[src/rtl/core/srt_pkg.sv]
// srt_pkg: shared types and constants of the service registry ttl table
// used by service_registry_ttl_table_unit and the testbench; no dependencies
package srt_pkg;

    localparam int ENTRIES = 16;
    localparam int IDX_W   = (ENTRIES > 1) ? $clog2(ENTRIES) : 1;
    localparam int CNT_W   = $clog2(ENTRIES + 1);
    localparam int SLOT_W  = 4;
    localparam int EXP_W   = 5;
    localparam int LIFE_W  = 24;

    typedef enum logic [1:0] {
        FUNC_OFFER  = 2'd0,
        FUNC_TICK   = 2'd1,
        FUNC_LOOKUP = 2'd2,
        FUNC_NONE   = 2'd3
    } func_t;

    typedef enum logic [2:0] {
        STAT_UPDATED  = 3'd0,
        STAT_INSERTED = 3'd1,
        STAT_EVICTED  = 3'd2,
        STAT_REMOVED  = 3'd3,
        STAT_IGNORED  = 3'd4,
        STAT_TICK     = 3'd5,
        STAT_HIT      = 3'd6,
        STAT_MISS     = 3'd7
    } status_t;

    typedef enum logic [1:0] {
        S_IDLE,
        S_SCAN,
        S_DONE
    } state_t;

    // input transaction payload, last member in the lowest bits
    typedef struct packed {
        logic [15:0]       elapsed_seconds;
        logic [15:0]       port;
        logic [31:0]       ipv4;
        logic [LIFE_W-1:0] ttl;
        logic [7:0]        minor;
        logic [7:0]        major;
        logic [15:0]       inst;
        logic [15:0]       srv;
    } in_t;

    // output transaction payload, padded to whole bytes
    typedef struct packed {
        logic [6:0]        pad;
        logic [EXP_W-1:0]  expired_count;
        logic [LIFE_W-1:0] remaining_ttl;
        logic [7:0]        found_minor;
        logic [15:0]       found_port;
        logic [31:0]       found_ipv4;
        logic [SLOT_W-1:0] slot;
    } out_t;

    // one table entry as kept in the entry ram
    typedef struct packed {
        logic [LIFE_W-1:0] life;
        logic [15:0]       port;
        logic [31:0]       address;
        logic [7:0]        minor;
        logic [7:0]        major;
        logic [15:0]       inst;
        logic [15:0]       srv;
    } entry_t;

    localparam int IN_W    = $bits(in_t);
    localparam int OUT_W   = $bits(out_t);
    localparam int ENTRY_W = $bits(entry_t);

endpackage

[src/rtl/core/service_registry_ttl_table_unit.sv]
// service_registry_ttl_table_unit: table of remote services with lifetimes
// depends on srt_pkg and srt_ram
//
// Each offer, tick or lookup walks the whole table through the single read
// port of the entry ram, one entry per cycle, with one compare/subtract unit
// doing the key match, the smallest-lifetime search or the lifetime
// decrement for that entry. The unused func code skips the walk and goes
// straight to the result. The input is not ready while an item is being
// worked on. A finished result sits in an output register, so the next
// transaction is accepted even while the result still waits for m_tready.
// Key and endpoint fields live in the ram and are only read behind a set
// valid bit; valid bits are flip-flops cleared by reset, so no clearing
// pass is needed.
module service_registry_ttl_table_unit (
    input  logic                        clk,
    input  logic                        rst_n,
    input  logic                        s_tvalid,
    output logic                        s_tready,
    // srv, inst, major, minor, ttl, ipv4, port, elapsed_seconds
    input  logic [srt_pkg::IN_W-1:0]    s_tdata,
    // func
    input  logic [1:0]                  s_tuser,
    output logic                        m_tvalid,
    input  logic                        m_tready,
    // slot, found_ipv4, found_port, found_minor, remaining_ttl, expired_count
    output logic [srt_pkg::OUT_W-1:0]   m_tdata,
    // status
    output logic [2:0]                  m_tuser
);

    import srt_pkg::*;

    state_t               state_reg, state_next;
    logic [IDX_W:0]       rd_cnt_reg, rd_cnt_next;
    logic                 chk_vld_reg, chk_vld_next;
    logic [IDX_W-1:0]     chk_idx_reg, chk_idx_next;
    logic [ENTRIES-1:0]   valid_reg, valid_next;
    func_t                func_reg, func_next;
    in_t                  in_reg, in_next;
    logic                 match_found_reg, match_found_next;
    logic [IDX_W-1:0]     match_idx_reg, match_idx_next;
    logic                 free_found_reg, free_found_next;
    logic [IDX_W-1:0]     free_idx_reg, free_idx_next;
    logic                 min_found_reg, min_found_next;
    logic [IDX_W-1:0]     min_idx_reg, min_idx_next;
    logic [LIFE_W-1:0]    min_life_reg, min_life_next;
    entry_t               found_reg, found_next;
    logic [CNT_W-1:0]     cnt_reg, cnt_next;
    logic                 out_valid_reg, out_valid_next;
    status_t              out_user_reg, out_user_next;
    out_t                 out_data_reg, out_data_next;

    logic                 s_fire;
    logic                 issue;
    logic                 done_fire;
    logic                 ent_valid;
    logic                 key_hit;
    logic [LIFE_W-1:0]    elapsed_ext;
    logic [LIFE_W-1:0]    life_dec;
    entry_t               ent;
    entry_t               new_ent;
    logic                 wr_en;
    logic [IDX_W-1:0]     wr_addr;
    entry_t               wr_data;
    logic [IDX_W-1:0]     target_idx;

    srt_ram #(
        .WIDTH (ENTRY_W),
        .DEPTH (ENTRIES)
    ) u_entry_ram (
        .clk     (clk),
        .wr_en   (wr_en),
        .wr_addr (wr_addr),
        .wr_data (wr_data),
        .rd_addr (rd_cnt_reg[IDX_W-1:0]),
        .rd_data (ent)
    );

    // handshake and shared compare/subtract unit
    always_comb
    begin
        s_tready    = (state_reg == S_IDLE);
        s_fire      = s_tvalid && s_tready;
        issue       = (state_reg == S_SCAN) && (rd_cnt_reg < (IDX_W + 1)'(ENTRIES));
        done_fire   = (state_reg == S_DONE) && (!out_valid_reg || m_tready);
        ent_valid   = valid_reg[chk_idx_reg];
        key_hit     = ent_valid && (ent.srv == in_reg.srv)
                      && (ent.inst == in_reg.inst)
                      && (ent.major == in_reg.major);
        elapsed_ext = LIFE_W'(in_reg.elapsed_seconds);
        life_dec    = (ent.life > elapsed_ext) ? (ent.life - elapsed_ext) : '0;
        target_idx  = match_found_reg ? match_idx_reg
                      : (free_found_reg ? free_idx_reg : min_idx_reg);
        new_ent.life    = in_reg.ttl;
        new_ent.port    = in_reg.port;
        new_ent.address = in_reg.ipv4;
        new_ent.minor   = in_reg.minor;
        new_ent.major   = in_reg.major;
        new_ent.inst    = in_reg.inst;
        new_ent.srv     = in_reg.srv;
    end

    // next state
    always_comb
    begin
        state_next = state_reg;
        case (state_reg)
            S_IDLE:
            begin
                if (s_fire)
                begin
                    state_next = (func_t'(s_tuser) == FUNC_NONE) ? S_DONE : S_SCAN;
                end
            end
            S_SCAN:
            begin
                if (!issue && !chk_vld_reg)
                begin
                    state_next = S_DONE;
                end
            end
            S_DONE:
            begin
                if (done_fire)
                begin
                    state_next = S_IDLE;
                end
            end
            default:
            begin
                state_next = S_IDLE;
            end
        endcase
    end

    // datapath and outputs
    always_comb
    begin
        rd_cnt_next      = rd_cnt_reg;
        chk_vld_next     = 1'b0;
        chk_idx_next     = chk_idx_reg;
        valid_next       = valid_reg;
        func_next        = func_reg;
        in_next          = in_reg;
        match_found_next = match_found_reg;
        match_idx_next   = match_idx_reg;
        free_found_next  = free_found_reg;
        free_idx_next    = free_idx_reg;
        min_found_next   = min_found_reg;
        min_idx_next     = min_idx_reg;
        min_life_next    = min_life_reg;
        found_next       = found_reg;
        cnt_next         = cnt_reg;
        out_valid_next   = out_valid_reg && !m_tready;
        out_user_next    = out_user_reg;
        out_data_next    = out_data_reg;
        wr_en            = 1'b0;
        wr_addr          = chk_idx_reg;
        wr_data          = ent;

        case (state_reg)
            S_IDLE:
            begin
                if (s_fire)
                begin
                    in_next          = in_t'(s_tdata);
                    func_next        = func_t'(s_tuser);
                    rd_cnt_next      = '0;
                    match_found_next = 1'b0;
                    free_found_next  = 1'b0;
                    min_found_next   = 1'b0;
                    cnt_next         = '0;
                end
            end
            S_SCAN:
            begin
                if (issue)
                begin
                    rd_cnt_next  = rd_cnt_reg + 1'b1;
                    chk_vld_next = 1'b1;
                    chk_idx_next = rd_cnt_reg[IDX_W-1:0];
                end
                if (chk_vld_reg)
                begin
                    if (func_reg == FUNC_TICK)
                    begin
                        if (ent_valid)
                        begin
                            // write back the decremented lifetime
                            wr_en        = 1'b1;
                            wr_data      = ent;
                            wr_data.life = life_dec;
                            if (life_dec == '0)
                            begin
                                valid_next[chk_idx_reg] = 1'b0;
                                cnt_next                = cnt_reg + 1'b1;
                            end
                        end
                    end
                    else
                    begin
                        if (key_hit && !match_found_reg)
                        begin
                            match_found_next = 1'b1;
                            match_idx_next   = chk_idx_reg;
                            found_next       = ent;
                        end
                        if (!ent_valid && !free_found_reg)
                        begin
                            free_found_next = 1'b1;
                            free_idx_next   = chk_idx_reg;
                        end
                        // strict less keeps the lowest index on ties
                        if (ent_valid && (!min_found_reg || (ent.life < min_life_reg)))
                        begin
                            min_found_next = 1'b1;
                            min_idx_next   = chk_idx_reg;
                            min_life_next  = ent.life;
                        end
                    end
                end
            end
            S_DONE:
            begin
                if (done_fire)
                begin
                    out_valid_next = 1'b1;
                    out_data_next  = '0;
                    out_user_next  = STAT_IGNORED;
                    case (func_reg)
                        FUNC_OFFER:
                        begin
                            if (match_found_reg)
                            begin
                                out_data_next.slot = SLOT_W'(match_idx_reg);
                                if (in_reg.ttl == '0)
                                begin
                                    valid_next[match_idx_reg] = 1'b0;
                                    out_user_next             = STAT_REMOVED;
                                end
                                else
                                begin
                                    wr_en         = 1'b1;
                                    wr_addr       = match_idx_reg;
                                    wr_data       = new_ent;
                                    out_user_next = STAT_UPDATED;
                                end
                            end
                            else if (in_reg.ttl != '0)
                            begin
                                wr_en                  = 1'b1;
                                wr_addr                = target_idx;
                                wr_data                = new_ent;
                                valid_next[target_idx] = 1'b1;
                                out_data_next.slot     = SLOT_W'(target_idx);
                                out_user_next = free_found_reg ? STAT_INSERTED : STAT_EVICTED;
                            end
                        end
                        FUNC_TICK:
                        begin
                            out_user_next               = STAT_TICK;
                            out_data_next.expired_count = EXP_W'(cnt_reg);
                        end
                        FUNC_LOOKUP:
                        begin
                            if (match_found_reg)
                            begin
                                out_user_next               = STAT_HIT;
                                out_data_next.slot          = SLOT_W'(match_idx_reg);
                                out_data_next.found_ipv4    = found_reg.address;
                                out_data_next.found_port    = found_reg.port;
                                out_data_next.found_minor   = found_reg.minor;
                                out_data_next.remaining_ttl = found_reg.life;
                            end
                            else
                            begin
                                out_user_next = STAT_MISS;
                            end
                        end
                        default:
                        begin
                            out_user_next = STAT_IGNORED;
                        end
                    endcase
                end
            end
            default:
            begin
                rd_cnt_next = rd_cnt_reg;
            end
        endcase
    end

    always_ff @(posedge clk or negedge rst_n)
    begin
        if (!rst_n)
        begin
            state_reg     <= S_IDLE;
            chk_vld_reg   <= 1'b0;
            valid_reg     <= '0;
            out_valid_reg <= 1'b0;
        end
        else
        begin
            state_reg     <= state_next;
            chk_vld_reg   <= chk_vld_next;
            valid_reg     <= valid_next;
            out_valid_reg <= out_valid_next;
        end
    end

    always_ff @(posedge clk)
    begin
        rd_cnt_reg      <= rd_cnt_next;
        chk_idx_reg     <= chk_idx_next;
        func_reg        <= func_next;
        in_reg          <= in_next;
        match_found_reg <= match_found_next;
        match_idx_reg   <= match_idx_next;
        free_found_reg  <= free_found_next;
        free_idx_reg    <= free_idx_next;
        min_found_reg   <= min_found_next;
        min_idx_reg     <= min_idx_next;
        min_life_reg    <= min_life_next;
        found_reg       <= found_next;
        cnt_reg         <= cnt_next;
        out_user_reg    <= out_user_next;
        out_data_reg    <= out_data_next;
    end

    assign m_tvalid = out_valid_reg;
    assign m_tdata  = out_data_reg;
    assign m_tuser  = out_user_reg;

    // a new result is only produced from the done state
    a_result_from_done: assert property (@(posedge clk) disable iff (!rst_n)
        $rose(m_tvalid) |-> $past(state_reg == S_DONE))
        else $error("result appeared outside done state");

    // the scan pipeline never runs outside the scan state
    a_check_in_scan: assert property (@(posedge clk) disable iff (!rst_n)
        chk_vld_reg |-> state_reg == S_SCAN)
        else $error("entry check outside scan");

    // a tick result reports no slot and no lookup data
    a_tick_clean: assert property (@(posedge clk) disable iff (!rst_n)
        (m_tvalid && m_tuser == STAT_TICK) |->
        (m_tdata[SLOT_W-1:0] == '0 && m_tdata[83:4] == '0))
        else $error("tick result carries lookup fields");

    // the expire counter cannot pass the table size
    a_cnt_bound: assert property (@(posedge clk) disable iff (!rst_n)
        state_reg == S_SCAN |-> cnt_reg <= CNT_W'(ENTRIES))
        else $error("expire count overflow");

    // an accepted transaction leaves the idle state on the next edge
    a_accept_leaves_idle: assert property (@(posedge clk) disable iff (!rst_n)
        (s_tvalid && s_tready) |=> state_reg != S_IDLE)
        else $error("accepted transaction not started");

endmodule

[src/rtl/core/srt_ram.sv]
// srt_ram: generic single write, single read port ram with registered read
// no dependencies
module srt_ram #(
    parameter int WIDTH = 8,
    parameter int DEPTH = 16
) (
    input  logic                                      clk,
    input  logic                                      wr_en,
    input  logic [((DEPTH > 1) ? $clog2(DEPTH) : 1)-1:0] wr_addr,
    input  logic [WIDTH-1:0]                          wr_data,
    input  logic [((DEPTH > 1) ? $clog2(DEPTH) : 1)-1:0] rd_addr,
    output logic [WIDTH-1:0]                          rd_data
);

    logic [WIDTH-1:0] mem [DEPTH];
    logic [WIDTH-1:0] rd_data_reg;

    always_ff @(posedge clk)
    begin
        if (wr_en)
        begin
            mem[wr_addr] <= wr_data;
        end
        rd_data_reg <= mem[rd_addr];
    end

    assign rd_data = rd_data_reg;

endmodule

[config.mk]
export PLATFORM = sky130hd
export DESIGN_NAME = service_registry_ttl_table_unit
export DESIGN_NICKNAME = d
export VERILOG_FILES = /design/src/rtl/core/srt_pkg.sv /design/src/rtl/core/service_registry_ttl_table_unit.sv /design/src/rtl/core/srt_ram.sv
export SDC_FILE = /design/constraint.sdc
export NUM_CORES = 2
export LEC_CHECK = 0
export BUFFER_PORTS_ARGS = -buffer_cell sky130_fd_sc_hd__buf_2
export CAP_MARGIN = 20
export CORE_ASPECT_RATIO = 1.75
export CORE_MARGIN = 2
export CORE_UTILIZATION = 52
export CTS_CLUSTER_DIAMETER = 50
export DETAILED_ROUTE_END_ITERATION = 7
export PLACE_DENSITY = 0.71
export SYNTH_ARGS = -nofsm -noshare
export SYNTH_HDL_FRONTEND = slang
export SYNTH_SLANG_ARGS = --single-unit
[constraint.sdc]
create_clock -name clk -period 10.7 [get_ports clk]
set_clock_uncertainty 0.15 [all_clocks]
set_input_delay 0.535 -clock clk [delete_from_list [all_inputs] [get_ports clk]]
set_output_delay 0.535 -clock clk [all_outputs]
set_load 0.1 [all_outputs]
==> results by group <==
Worst setup path
  – CP Launch Type: flop
  – RR Startpoint: in_reg[67]
  – CP Data Required Time: 11010 ps
  – Critical path endpoint category: flop
  – Worst EP arrival: 6270 ps
  – Worst setup path end: u_entry_ram.mem[15][24]
  – CP Class: reg2reg
  – Crit. Startpoint: in_reg[67]
  – Reg2reg end: u_entry_ram.mem[15][24]
  – Crit Path Max Fanout: 29
  – Reg-to-reg slack, setup: 4740 ps
  – R2R depth: 11

Drt
  – Initial drt markers: 4948
  – DRC Markers: 0
  – DR vias/cell: 6.18
  – Detailed-route via count: 44400
  – Post-route ant nets: 0
  – Drt first pass iters: 8
  – Routed WL per cell: 29.3 µm
  – DRT Wirelength: 210000 µm

Yosys
  – Yosys reg bits: 2423
  – Synth unique cells: 80
  – Largest cells by area after synthesis: edfxtp_1 (74%), mux4_2 (15%), dfxtp_1 (2.6%), a22o_1 (1.0%), clkbuf_1 (0.69%)
  – Commonest cells post-synth: edfxtp_1 (2283), mux4_2 (605), clkbuf_1 (170)
  – Yosys top cell by area: edfxtp_1
  – Yosys warnings: 0
  – Top_reg_cell synth: edfxtp_1
  – Post-synth ARST share: 0.00825
  – Synth Area per Inst: 22.1 µm²
  – Seq/Total Area, Yosys: 0.775
  – Synthesized cell area: 92200 µm²
  – Top-count cell post-synth: edfxtp_1
  – Share of Yosys cell area claimed by the top area cell type: 0.743
  – Post-synth EDFFs: 2283
  – Post-Synthesis Cells: 4170

Power
  – VDD IR-drop max: 0.356 mV
  – Lkg Pwr: 34.2 nW
  – PD cells: 290 nW/µm²

CTS
  – Worst-Skew Late Latency: 850 ps
  – Clock slew at reported path FFs: 70 ps
  – Setup bufs post-CTS: 0
  – H-tree lvl count: 4
  – Clock buffer depth: 4
  – Root Buffer: clkbuf_16
  – CTS Sinks: 2423
  – # resized after CTS: 0
  – CTS tree: built
  – CTS Buf Count: 216

Timing
  – Fin. Hold Viols: 0
  – Final WS setup: 4740 ps
  – TNS Setup: 0 ps
  – Fmax: 168 MHz
  – Final period util: 0.557
  – Fin Hold WS: 71.2 ps
  – # setup viols final: 0
  – Tightest Pin Transition: 1160 ps
  – Pins Over Slew Limit: 0
  – Relative slew margins: 0.226
  – RSZ-0062 raised after global routing: false
  – Final min period: 5960 ps

Floorplan
  – Core area: 176000 µm²
  – Die H: 561 µm
  – Die area: 181000 µm²
  – Placement Rows: 204
  – I/O pin total: 243
  – Initial core utilization: 0.523
  – Die Width: 322 µm

Place
  – # port buffers: 235
  – Final GP Congestion: 0.935
  – Dpl hpwl: 111000 µm
  – Dpl ws: 4800 ps

Layout
  – Share of layout cells above drive strength 1: 0.276
  – Area Overhead vs Synth: 13.9%
  – Final design utilization: 0.596
  – Max reg flops: 1920
  – Final-stage net count: 4830

GRT
  – Initial antenna violation count: 4
  – Vias in the first global route: 45800
  – Largest net degree at the start of global routing: 149
  – Gr usage total: 0.233
  – Gr ovfl total: 0
  – First-pass GRT wire length: 308000 µm

Flow run
  – Max_cap viols: 0

Status
  – Status: completed

Hold path
  – Min-Delay Path Class: in2async
==> placed cells by master, fill, tap and decap left out, types with 44 or more instances in the layout <==
cell,instances
dfxtp_1,120
o21ai_0,62
dlygate4sd3_1,140
a22o_1,108
ha_1,47
buf_4,76
nor2_1,44
nand2_1,68
edfxtp_1,2283
xor2_1,44
buf_2,235
mux4_2,605
and3_1,84
inv_1,56
clkbuf_16,216
==> final cells by class <==
cell class / count / area, µm²
Antenna cell: 1 / 2.50
Clock buffer: 277 / 5840
Clock inverter: 114 / 1280
Fill cell: 12200 / 71300
Inverter: 58 / 218
Multi-Input combinational cell: 1473 / 19800
Sequential cell: 2423 / 71500
Tap cell: 2369 / 2960
Timing Repair Buffer: 467 / 3460
==> power by group <==
group / internal (mW) / switching [mW]
logic: 3.28 / 5.75
clock network: 4.39 / 3.40
registers: 13.1 / 0.513
total: 20.8 / 9.66
==> routing by layer <==
| layer | vias up | global-route usage | share of wire |
|---|---|---|---|
| met5 | - | 0 | 0 |
| met4 | 0 | 0.0766 | 0.033 |
| met3 | 390 | 0.0292 | 0.067 |
| met2 | 1956 | 0.394 | 0.51 |
| met1 | 23600 | 0.317 | 0.39 |
| li1 | 18400 | - | - |
==> critical path: stages, from the launching register on <==
cell and delay [ps]:
edfxtp_1 390, nor4_1 630, nand4_1 230, nor2_1 420
nor2b_1 200, nand2_1 790, nand2_1 110, o22ai_1 230
nand2_1 310, nor2_4 880, buf_4 650, buf_4 540
==> logic make-up after synthesis <==
logic type	Yosys count	share of synthesized area
xor+xnor	60	0.00570
buf+inv	280	0.0120
compound gates	339	0.0273
simple gates	392	0.0233
flops	2423	0.775
mux	626	0.150
fa+ha+maj	49	0.00673
other cells	1	0.0000407
==> stage by stage <==
stage          total power, mW  cells  area (µm²)
2_1_floorplan             20.1   4176       92200
3_3_place_gp              22.6   6644       96400
3_5_place_dp              22.8   6644       96400
4_1_cts                   30.6   7175      105000
5_1_grt                   31.6   7182      105000
6_report                  30.5   7182      105000
==> worst min path at each step <==
stage	to	slack [ps]	start	cells past startpoint
after floorplan	chk_vld_reg	90	rst_n	0
after global placement	found_reg[64]	280	u_entry_ram.rd_data[64]	0
after detailed placement	found_reg[58]	270	u_entry_ram.rd_data[58]	0
after CTS	m_tvalid	30	rst_n	2
after global routing	m_tvalid	80	rst_n	2
final	m_tvalid	70	rst_n	2
==> timing repair <==
item | 4_1_cts | 5_1_grt
hold endpoints to repair | 161 | 0
endpoints found under the setup margin | 0 | 0
hold buffers | 140 | 0
(Power assumes the default switching activity.)
